**src/rtl/core/assert_macros.svh**
```systemverilog
// Assertion macros shared by the deque RTL.
`ifndef ASSERT_MACROS_SVH
`define ASSERT_MACROS_SVH
`ifndef SYNTHESIS
`define LSD_ASSERT(lbl, prop, msg) \
  lbl: assert property (@(posedge clk) disable iff (!rst_n) prop) else $error(msg);
`define LSD_NEVER(lbl, cond, msg) `LSD_ASSERT(lbl, !(cond), msg)
`else
`define LSD_ASSERT(lbl, prop, msg)
`define LSD_NEVER(lbl, cond, msg)
`endif
`endif

```
**src/rtl/core/lsd_pkg.sv**
```systemverilog
// Types and codes shared by the linked slot deque.
package lsd_pkg;

  localparam logic [2:0] OP_PUSH_TAIL = 3'd0;
  localparam logic [2:0] OP_PUSH_HEAD = 3'd1;
  localparam logic [2:0] OP_READ_FIRST = 3'd2;
  localparam logic [2:0] OP_READ_LAST = 3'd3;
  localparam logic [2:0] OP_READ_AT = 3'd4;
  localparam logic [2:0] OP_CLEAN = 3'd5;

  typedef enum logic [3:0] {
    S_IDLE,
    S_DISPATCH,
    S_WALK,
    S_WALK_NX,
    S_RD_ISS,
    S_RD_USE,
    S_UL_ISS,
    S_UL_USE,
    S_PUSH_A,
    S_PUSH_B,
    S_SCAN
  } lsd_state_t;

  // Write enables of the three slot memories.
  typedef struct packed {
    logic data_we;
    logic next_we;
    logic prev_we;
  } lsd_we_t;

endpackage

```
**src/rtl/core/lsd_slot_mem.sv**
```systemverilog
// Slot pool memories: payload, next link and prev link, each with one registered read.
module lsd_slot_mem
  import lsd_pkg::*;
#(
  parameter int DEPTH = 64,
  parameter int DATA_WIDTH = 32,
  parameter int AW = $clog2(DEPTH),
  parameter int LW = $clog2(DEPTH + 1)
) (
  input  logic                  clk,
  input  logic [AW-1:0]         rd_addr,
  output logic [DATA_WIDTH-1:0] rd_data,
  output logic [LW-1:0]         rd_next,
  output logic [LW-1:0]         rd_prev,
  input  lsd_we_t               we,
  input  logic [AW-1:0]         data_waddr,
  input  logic [DATA_WIDTH-1:0] data_wdata,
  input  logic [AW-1:0]         next_waddr,
  input  logic [LW-1:0]         next_wdata,
  input  logic [AW-1:0]         prev_waddr,
  input  logic [LW-1:0]         prev_wdata
);

  logic [DATA_WIDTH-1:0] data_mem [DEPTH];
  logic [LW-1:0]         next_mem [DEPTH];
  logic [LW-1:0]         prev_mem [DEPTH];

  always_ff @(posedge clk) begin
    if (we.data_we) begin
      data_mem[data_waddr] <= data_wdata;
    end
    rd_data <= data_mem[rd_addr];
  end

  always_ff @(posedge clk) begin
    if (we.next_we) begin
      next_mem[next_waddr] <= next_wdata;
    end
    rd_next <= next_mem[rd_addr];
  end

  always_ff @(posedge clk) begin
    if (we.prev_we) begin
      prev_mem[prev_waddr] <= prev_wdata;
    end
    rd_prev <= prev_mem[rd_addr];
  end

endmodule

```
**src/rtl/core/linked_slot_deque.sv**
```systemverilog
// Top level of the linked slot deque: control sequencer around the slot memories.
//
// The deque is a doubly linked list kept in a pool of DEPTH slots held in three
// synchronous memories (payload, next link, prev link), each with a registered
// read. One request is worked at a time: busy is high from the cycle after start
// is taken until the result appears. Every request produces exactly one result,
// shown for a single cycle with out_valid high; the receiver cannot hold it off,
// so it must sample it in that cycle. A new request may be started in the cycle
// the result is shown. A read at position P follows the next links from the
// head and stops early when the list ends; each hop along the list waits on a
// memory read of the next link. A push links the free slot in, then scans for
// the next free slot, checking one slot per cycle from slot zero up to the first
// unlinked slot below capacity; on a full pool, force first drops the item at
// the opposite end. The capacity register is written through the cfg channel,
// which is ready only while idle; a write empties the deque, like clean.
module linked_slot_deque
  import lsd_pkg::*;
#(
  parameter int DEPTH = 64,
  parameter int DATA_WIDTH = 32
) (
  input  logic        clk,
  input  logic        rst_n,
  input  logic        start,
  output logic        busy,
  input  logic [2:0]  in_op,
  input  logic        in_force_req,
  input  logic        in_remove,
  input  logic [6:0]  in_position,
  input  logic [31:0] in_data_in,
  output logic        out_valid,
  output logic        out_ok,
  output logic [31:0] out_data_out,
  output logic [6:0]  out_item_count,
  output logic        out_is_full,
  output logic        out_is_empty,
  input  logic        cfg_valid,
  output logic        cfg_ready,
  input  logic [6:0]  cfg_capacity
);

  `include "assert_macros.svh"

  localparam int AW = $clog2(DEPTH);
  localparam int LW = $clog2(DEPTH + 1);
  localparam int CW = (LW > 7) ? LW : 7;
  // A link equal to DEPTH means "no slot".
  localparam logic [LW-1:0] NIL = LW'(DEPTH);

  lsd_state_t state_r, state_nxt;

  logic [LW-1:0]    head_r, head_nxt;
  logic [LW-1:0]    tail_r, tail_nxt;
  logic [LW-1:0]    free_r, free_nxt;
  logic [LW-1:0]    count_r, count_nxt;
  logic [LW-1:0]    cap_r, cap_nxt;
  logic [LW-1:0]    cur_r, cur_nxt;
  logic [LW-1:0]    scan_r, scan_nxt;
  logic [6:0]       hop_r, hop_nxt;
  logic [DEPTH-1:0] linked_r, linked_nxt;

  // Request captured at start.
  logic [2:0]  op_r;
  logic        force_r;
  logic        rem_r;
  logic [6:0]  pos_r;
  logic [31:0] din_r;

  logic        out_valid_r;
  logic        out_ok_r;
  logic [31:0] out_data_r;
  logic [6:0]  out_count_r;
  logic        out_full_r;
  logic        out_empty_r;

  // Result of the current cycle, registered onto the output ports.
  logic        emit;
  logic        res_ok;
  logic [31:0] res_data;

  // Memory ports.
  logic [DATA_WIDTH-1:0] rd_data;
  logic [LW-1:0]         rd_next, rd_prev;
  lsd_we_t               we;
  logic [AW-1:0]         data_waddr, next_waddr, prev_waddr;
  logic [DATA_WIDTH-1:0] data_wdata;
  logic [LW-1:0]         next_wdata, prev_wdata;

  logic [DATA_WIDTH+31:0] din_ext;
  logic [DATA_WIDTH+31:0] dout_ext;
  logic [LW+6:0]          count_ext;
  logic [CW-1:0]          cfg_ext;
  logic                   cfg_fire;
  logic                   do_unlink;

  assign busy      = (state_r != S_IDLE);
  assign cfg_ready = (state_r == S_IDLE) && !start;
  assign cfg_fire  = cfg_valid && cfg_ready;
  assign cfg_ext   = CW'(cfg_capacity);

  // Payload is kept to DATA_WIDTH bits and read back zero-extended to 32.
  assign din_ext    = {{DATA_WIDTH{1'b0}}, din_r};
  assign data_wdata = din_ext[DATA_WIDTH-1:0];
  assign dout_ext   = {32'd0, rd_data};
  assign count_ext  = {7'd0, count_nxt};

  lsd_slot_mem #(
    .DEPTH      (DEPTH),
    .DATA_WIDTH (DATA_WIDTH)
  ) u_mem (
    .clk        (clk),
    .rd_addr    (cur_r[AW-1:0]),
    .rd_data    (rd_data),
    .rd_next    (rd_next),
    .rd_prev    (rd_prev),
    .we         (we),
    .data_waddr (data_waddr),
    .data_wdata (data_wdata),
    .next_waddr (next_waddr),
    .next_wdata (next_wdata),
    .prev_waddr (prev_waddr),
    .prev_wdata (prev_wdata)
  );

  always_comb begin
    state_nxt  = state_r;
    head_nxt   = head_r;
    tail_nxt   = tail_r;
    free_nxt   = free_r;
    count_nxt  = count_r;
    cap_nxt    = cap_r;
    cur_nxt    = cur_r;
    scan_nxt   = scan_r;
    hop_nxt    = hop_r;
    linked_nxt = linked_r;
    emit       = 1'b0;
    res_ok     = 1'b0;
    res_data   = 32'd0;
    do_unlink  = 1'b0;
    we         = '0;
    data_waddr = cur_r[AW-1:0];
    next_waddr = cur_r[AW-1:0];
    prev_waddr = cur_r[AW-1:0];
    next_wdata = NIL;
    prev_wdata = NIL;

    unique case (state_r)
      S_IDLE: begin
        if (start) begin
          state_nxt = S_DISPATCH;
        end else if (cfg_fire) begin
          // Out-of-range capacity is clamped; the deque is emptied.
          if (cfg_ext == '0) begin
            cap_nxt = LW'(1);
          end else if (cfg_ext > CW'(DEPTH)) begin
            cap_nxt = NIL;
          end else begin
            cap_nxt = cfg_ext[LW-1:0];
          end
          head_nxt   = NIL;
          tail_nxt   = NIL;
          free_nxt   = '0;
          count_nxt  = '0;
          linked_nxt = '0;
        end
      end

      S_DISPATCH: begin
        unique case (op_r)
          OP_PUSH_TAIL, OP_PUSH_HEAD: begin
            if (free_r != NIL) begin
              state_nxt = S_PUSH_A;
            end else begin
              // Pool is full: a forced push first drops the opposite end.
              cur_nxt = (op_r == OP_PUSH_TAIL) ? head_r : tail_r;
              if (force_r && (cur_nxt != NIL)) begin
                state_nxt = S_UL_ISS;
              end else begin
                emit      = 1'b1;
                state_nxt = S_IDLE;
              end
            end
          end
          OP_READ_FIRST: begin
            cur_nxt   = head_r;
            state_nxt = S_RD_ISS;
          end
          OP_READ_LAST: begin
            cur_nxt   = tail_r;
            state_nxt = S_RD_ISS;
          end
          OP_READ_AT: begin
            if (pos_r == 7'd0) begin
              emit      = 1'b1;
              state_nxt = S_IDLE;
            end else begin
              cur_nxt   = head_r;
              hop_nxt   = 7'd1;
              state_nxt = S_WALK;
            end
          end
          OP_CLEAN: begin
            head_nxt   = NIL;
            tail_nxt   = NIL;
            free_nxt   = '0;
            count_nxt  = '0;
            linked_nxt = '0;
            emit       = 1'b1;
            res_ok     = 1'b1;
            state_nxt  = S_IDLE;
          end
          default: begin
            emit      = 1'b1;
            state_nxt = S_IDLE;
          end
        endcase
      end

      // Follow next links until the requested position or the list end.
      S_WALK: begin
        if ((cur_r == NIL) || (hop_r >= pos_r)) begin
          state_nxt = S_RD_ISS;
        end else begin
          state_nxt = S_WALK_NX;
        end
      end

      S_WALK_NX: begin
        cur_nxt   = rd_next;
        hop_nxt   = hop_r + 7'd1;
        state_nxt = S_WALK;
      end

      S_RD_ISS: begin
        if (cur_r == NIL) begin
          emit      = 1'b1;
          state_nxt = S_IDLE;
        end else begin
          state_nxt = S_RD_USE;
        end
      end

      S_RD_USE: begin
        emit      = 1'b1;
        res_ok    = 1'b1;
        res_data  = dout_ext[31:0];
        do_unlink = rem_r;
        state_nxt = S_IDLE;
      end

      S_UL_ISS: begin
        state_nxt = S_UL_USE;
      end

      S_UL_USE: begin
        do_unlink = 1'b1;
        state_nxt = S_PUSH_A;
      end

      // Link the free slot in; the neighbor's link is written next cycle.
      S_PUSH_A: begin
        cur_nxt                       = free_r;
        we.data_we                    = 1'b1;
        we.next_we                    = 1'b1;
        we.prev_we                    = 1'b1;
        data_waddr                    = free_r[AW-1:0];
        next_waddr                    = free_r[AW-1:0];
        prev_waddr                    = free_r[AW-1:0];
        linked_nxt[free_r[AW-1:0]]    = 1'b1;
        count_nxt                     = count_r + LW'(1);
        scan_nxt                      = '0;
        if (head_r == NIL) begin
          head_nxt  = free_r;
          tail_nxt  = free_r;
          state_nxt = S_SCAN;
        end else if (op_r == OP_PUSH_TAIL) begin
          prev_wdata = tail_r;
          state_nxt  = S_PUSH_B;
        end else begin
          next_wdata = head_r;
          state_nxt  = S_PUSH_B;
        end
      end

      S_PUSH_B: begin
        if (op_r == OP_PUSH_TAIL) begin
          we.next_we = 1'b1;
          next_waddr = tail_r[AW-1:0];
          next_wdata = cur_r;
          tail_nxt   = cur_r;
        end else begin
          we.prev_we = 1'b1;
          prev_waddr = head_r[AW-1:0];
          prev_wdata = cur_r;
          head_nxt   = cur_r;
        end
        state_nxt = S_SCAN;
      end

      // Lowest unlinked slot below capacity, one slot per cycle.
      S_SCAN: begin
        if (scan_r >= cap_r) begin
          free_nxt  = NIL;
          emit      = 1'b1;
          res_ok    = 1'b1;
          state_nxt = S_IDLE;
        end else if (!linked_r[scan_r[AW-1:0]]) begin
          free_nxt  = scan_r;
          emit      = 1'b1;
          res_ok    = 1'b1;
          state_nxt = S_IDLE;
        end else begin
          scan_nxt = scan_r + LW'(1);
        end
      end

      default: begin
        state_nxt = S_IDLE;
      end
    endcase

    // Unlink the slot in cur_r using the links read in the previous cycle.
    if (do_unlink) begin
      if (rd_prev == NIL) begin
        head_nxt = rd_next;
      end else begin
        we.next_we = 1'b1;
        next_waddr = rd_prev[AW-1:0];
        next_wdata = rd_next;
      end
      if (rd_next == NIL) begin
        tail_nxt = rd_prev;
      end else begin
        we.prev_we = 1'b1;
        prev_waddr = rd_next[AW-1:0];
        prev_wdata = rd_prev;
      end
      linked_nxt[cur_r[AW-1:0]] = 1'b0;
      if (count_r != '0) begin
        count_nxt = count_r - LW'(1);
      end
      if (free_r == NIL) begin
        free_nxt = cur_r;
      end
    end
  end

  always_ff @(posedge clk) begin
    if (!rst_n) begin
      state_r     <= S_IDLE;
      head_r      <= NIL;
      tail_r      <= NIL;
      free_r      <= '0;
      count_r     <= '0;
      cap_r       <= NIL;
      linked_r    <= '0;
      out_valid_r <= 1'b0;
    end else begin
      state_r     <= state_nxt;
      head_r      <= head_nxt;
      tail_r      <= tail_nxt;
      free_r      <= free_nxt;
      count_r     <= count_nxt;
      cap_r       <= cap_nxt;
      linked_r    <= linked_nxt;
      out_valid_r <= emit;
    end
  end

  always_ff @(posedge clk) begin
    cur_r  <= cur_nxt;
    scan_r <= scan_nxt;
    hop_r  <= hop_nxt;
    if (start && !busy) begin
      op_r    <= in_op;
      force_r <= in_force_req;
      rem_r   <= in_remove;
      pos_r   <= in_position;
      din_r   <= in_data_in;
    end
    if (emit) begin
      out_ok_r    <= res_ok;
      out_data_r  <= res_data;
      out_count_r <= count_ext[6:0];
      out_full_r  <= (free_nxt == NIL);
      out_empty_r <= (count_nxt == '0);
    end
  end

  assign out_valid      = out_valid_r;
  assign out_ok         = out_ok_r;
  assign out_data_out   = out_data_r;
  assign out_item_count = out_count_r;
  assign out_is_full    = out_full_r;
  assign out_is_empty   = out_empty_r;

  `LSD_ASSERT(a_single_strobe, out_valid |=> !out_valid, "result strobe held two cycles")
  `LSD_ASSERT(a_count_cap, count_r <= cap_r, "item count above capacity")
  `LSD_ASSERT(a_empty_head, (count_r == '0) == (head_r == NIL), "count and head disagree")
  `LSD_NEVER(a_cfg_busy, cfg_fire && (state_r != S_IDLE), "capacity written while busy")

endmodule
```
**config.mk**
```make
export PLATFORM = sky130hd
export DESIGN_NAME = linked_slot_deque
export DESIGN_NICKNAME = d
export VERILOG_FILES = /design/src/rtl/core/lsd_pkg.sv /design/src/rtl/core/lsd_slot_mem.sv /design/src/rtl/core/linked_slot_deque.sv
export VERILOG_INCLUDE_DIRS = /design/src /design/src/rtl/core
export SDC_FILE = /design/constraint.sdc
export NUM_CORES = 2
export LEC_CHECK = 0
export BUFFER_PORTS_ARGS = -buffer_cell sky130_fd_sc_hd__buf_2
export CORE_ASPECT_RATIO = 1.25
export CORE_MARGIN = 1
export CORE_UTILIZATION = 25
export DETAILED_ROUTE_END_ITERATION = 16
export PLACE_DENSITY = 0.35
export SYNTH_ARGS = -nofsm -noshare
export SYNTH_HDL_FRONTEND = slang
export SYNTH_HIERARCHICAL = 1
export SYNTH_SLANG_ARGS = --single-unit
```
**constraint.sdc**
```tcl
create_clock -name clk -period 12 [get_ports clk]
set_input_delay 2.4 -clock clk [delete_from_list [all_inputs] [get_ports clk]]
set_output_delay 2.4 -clock clk [all_outputs]
set_load 0.01 [all_outputs]
```
==> flow_summary.json <==
{
  "status": "complete, no violations",
  "grt_max_degree": 100,
  "syn_area_sq_um": 124500,
  "ant_nets": 0,
  "syn_nets": 6332,
  "hold_viol_final": 0,
  "fin_ws_ns": 6.341,
  "power_density_nw_per_um2": 206.4,
  "synth_most_common_cell": "edfxtp_1",
  "grt_pass1_vias": 67455,
  "ys_async_sr_fraction_pct": 0,
  "dpl_cell_area_sq_um": 133700,
  "cp_max_fo": 18,
  "min_period_ns": 5.659,
  "dr.pass1.iters": 6,
  "r2r_cells": 11,
  "power_mw": 30.02,
  "vias": 64120,
  "max_freq_ghz": 0.1767,
  "die_x_um": 633.2,
  "post_cts_buffers": 0,
  "syn_inst": 6259,
  "avgViaCountPerCell": 4.777,
  "holdCritPathClass": "reg2reg",
  "tightest_slew_ns": 1.314,
  "grtUsageTotal_pct": 16.78,
  "yosys-top-cells-count": "3051 x edfxtp_1, 643 x mux4_2, 300 x nor2_1, 234 x mux2i_1, 206 x clkbuf_1",
  "setup_viol": 0,
  "coreArea_sq_um": 495700,
  "postCtsResizedCells": 0,
  "start_util_pct": 25.12,
  "final_cell_area_sq_um": 145500,
  "layout_worst_path_cycle_share_pct": 47.16,
  "nFillCells": 48433,
  "path_clk_slew_ns": 0.07,
  "cts_tree": "yes",
  "final.setup_skew_ns": 0.07566,
  "die_h_um": 791.0,
  "ys_seq_area_share_pct": 75.99,
  "drv_cap": 0,
  "drtIter0Drc": 5483,
  "crit_path_start_kind": "register",
  "worst_ep_required_time_ns": 12.63,
  "hpwlAfterDp_mm": 247.4,
  "synth_edf_count": 3051,
  "cts_buffers": 369,
  "final_max_slew_viol_count": 0,
  "dieArea_sq_um": 500900,
  "cp.arrival_ns": 6.29,
  "syn_area_per_cell_sq_um": 19.89,
  "final_core_util_pct": 29.34,
  "syn_to_final_growth_pct": 16.82,
  "place_ws_ns": 6.403,
  "synth_top_cell_by_area": "edfxtp_1",
  "clk_latency_ns": 1.00,
  "slew_headroom_pct": 12.10,
  "wirelength_mm": 427.2,
  "grt_pass1_wl_mm": 585.5,
  "ys_types": 77,
  "yosys_register_bits": 3201,
  "worstHoldPathCells": 2,
  "nets": 6643,
  "cts_sinks": 3201,
  "clockRootBuffer": "clkbuf_16",
  "port_buffers": 99,
  "h-tree-depth": 5,
  "place_congestion": 0.7668,
  "grt_overflow": 0,
  "p_leak_nw": 43.91,
  "synth_top_cell_area_share_pct": 73.58,
  "yosys_warnings": 6,
  "holdBufCountCts": 0,
  "peakVddDrop_v": 0.0001419,
  "drive_gt1_share_pct": 24.75,
  "drc_errors": 0,
  "std_cell_rows": 289,
  "antenna_found_initial": 31,
  "clockBufferDepth": 4,
  "setup_tns_ns": 0,
  "ys.flop_type": "edfxtp_1",
  "netlist_top_cells_area": "edfxtp_1 74%, mux4_2 12%, dfxtp_1 2.4%",
  "ioPinCount": 100,
  "grt_setup_unrepaired": "false",
  "worst_setup_path_end_kind": "register",
  "critPathKind": "reg2reg",
  "wl_per_cell_um": 31.82
}
==> cells by family (layout without fill, tap and decap cells) <==
| group | count (synthesis) | in the layout | share of synthesized area, % |
|---|---|---|---|
| other | 0 | 7 | 0 |
| buffers and inverters | 416 | 1027 | 1.670 |
| AO/OA/AOI/OAI | 715 | 715 | 4.092 |
| adder cells (fa/ha/maj) | 18 | 18 | 0.1809 |
| AND/OR/NAND/NOR | 939 | 939 | 3.694 |
| flip-flops | 3201 | 3201 | 75.99 |
| XOR/XNOR | 9 | 9 | 0.06330 |
| multiplexers | 961 | 961 | 14.31 |
==> worst max-delay path, cell delays in order (launching register included) <==
cell and delay [ns]:
dfxtp_1 0.48, nor2_1 0.26, and2_1 0.42, nand2_1 0.17, inv_1 0.35, buf_4 0.40, nand2_1 0.15, nand2_1 0.39
nor2b_1 0.25, nand3_1 0.84, nor2_4 1.08, buf_4 0.45
==> flip-flops by register name, indices dropped and copies added, names as in the netlist, 32 cells and up <==
name / cells
data_wdata: 32
u_mem/rd_data: 32
u_mem/data_mem: 2048
out_data_out: 32
linked_r: 64
u_mem/next_mem: 448
u_mem/prev_mem: 448
==> metal layers <==
metal	up-vias	track usage (%)	wire (um)
met5	-	0	0
met4	0	4.212	10950
met3	506	1.870	16400
met2	1654	30.14	220500
met1	35242	21.42	179400
li1	26718	-	-
==> final cells by class <==
type | count | area [sq um] | area share, %
Clock buffer | 472 | 9847 | 6.769
Inverter | 41 | 153.9 | 0.1058
Multi-Input combinational cell | 2642 | 28480 | 19.58
Sequential cell | 3201 | 94620 | 65.05
Timing Repair Buffer | 315 | 2255 | 1.550
Clock inverter | 199 | 1898 | 1.305
Antenna cell | 7 | 17.52 | 0.01204
Tap cell | 6547 | 8192 | 5.631
==> where the power goes <==
group,internal [mW],leakage [nW],switching (mW),total (mW)
combinational,1.79,10.1,3.99,5.77
clock,6.44,5.76,4.71,11.2
sequential,12.9,28.0,0.203,13.1
==> metrics by stage <==
stage	hold slack, ns	std cells
final	0.4977	13424
after global routing	0.5278	13418
after CTS	0.5007	13417
after detailed placement	0.4879	12746
after global placement	0.4832	12746
after floorplan	0.4446	6259
==> cells in the final DEF (no fill, tap or decap), types with 60 or more instances in the layout <==
| cell | instances |
|---|---|
| a211oi_1 | 83 |
| a21oi_1 | 128 |
| a22oi_1 | 77 |
| and2_1 | 60 |
| buf_2 | 99 |
| buf_4 | 205 |
| clkbuf_1 | 86 |
| clkbuf_16 | 374 |
| clkinv_1 | 61 |
| clkinv_2 | 76 |
| dfxtp_1 | 150 |
| edfxtp_1 | 3051 |
| mux2_2 | 81 |
| mux2i_1 | 234 |
| mux4_2 | 643 |
| nand2_1 | 179 |
| nand3_1 | 106 |
| nand4_1 | 76 |
| nor2_1 | 229 |
| nor2_4 | 70 |
| o221ai_1 | 90 |
| o22ai_1 | 110 |
==> path summary, 6_finish.rpt <==
check                                                   endpoint  slack [ns]               startpoint
worst min register to register             cap_r[4]$_SDFFE_PN0P_        0.50    cap_r[4]$_SDFFE_PN0P_
worst max-delay path            u_mem/data_mem[59][22]$_DFFE_PP_        6.34  state_r[2]$_SDFFE_PN0P_
worst min-delay path                       cap_r[4]$_SDFFE_PN0P_        0.50    cap_r[4]$_SDFFE_PN0P_
worst max register to register  u_mem/data_mem[59][22]$_DFFE_PP_        6.34  state_r[2]$_SDFFE_PN0P_
Note: power is estimated with default switching activity, not from simulation.
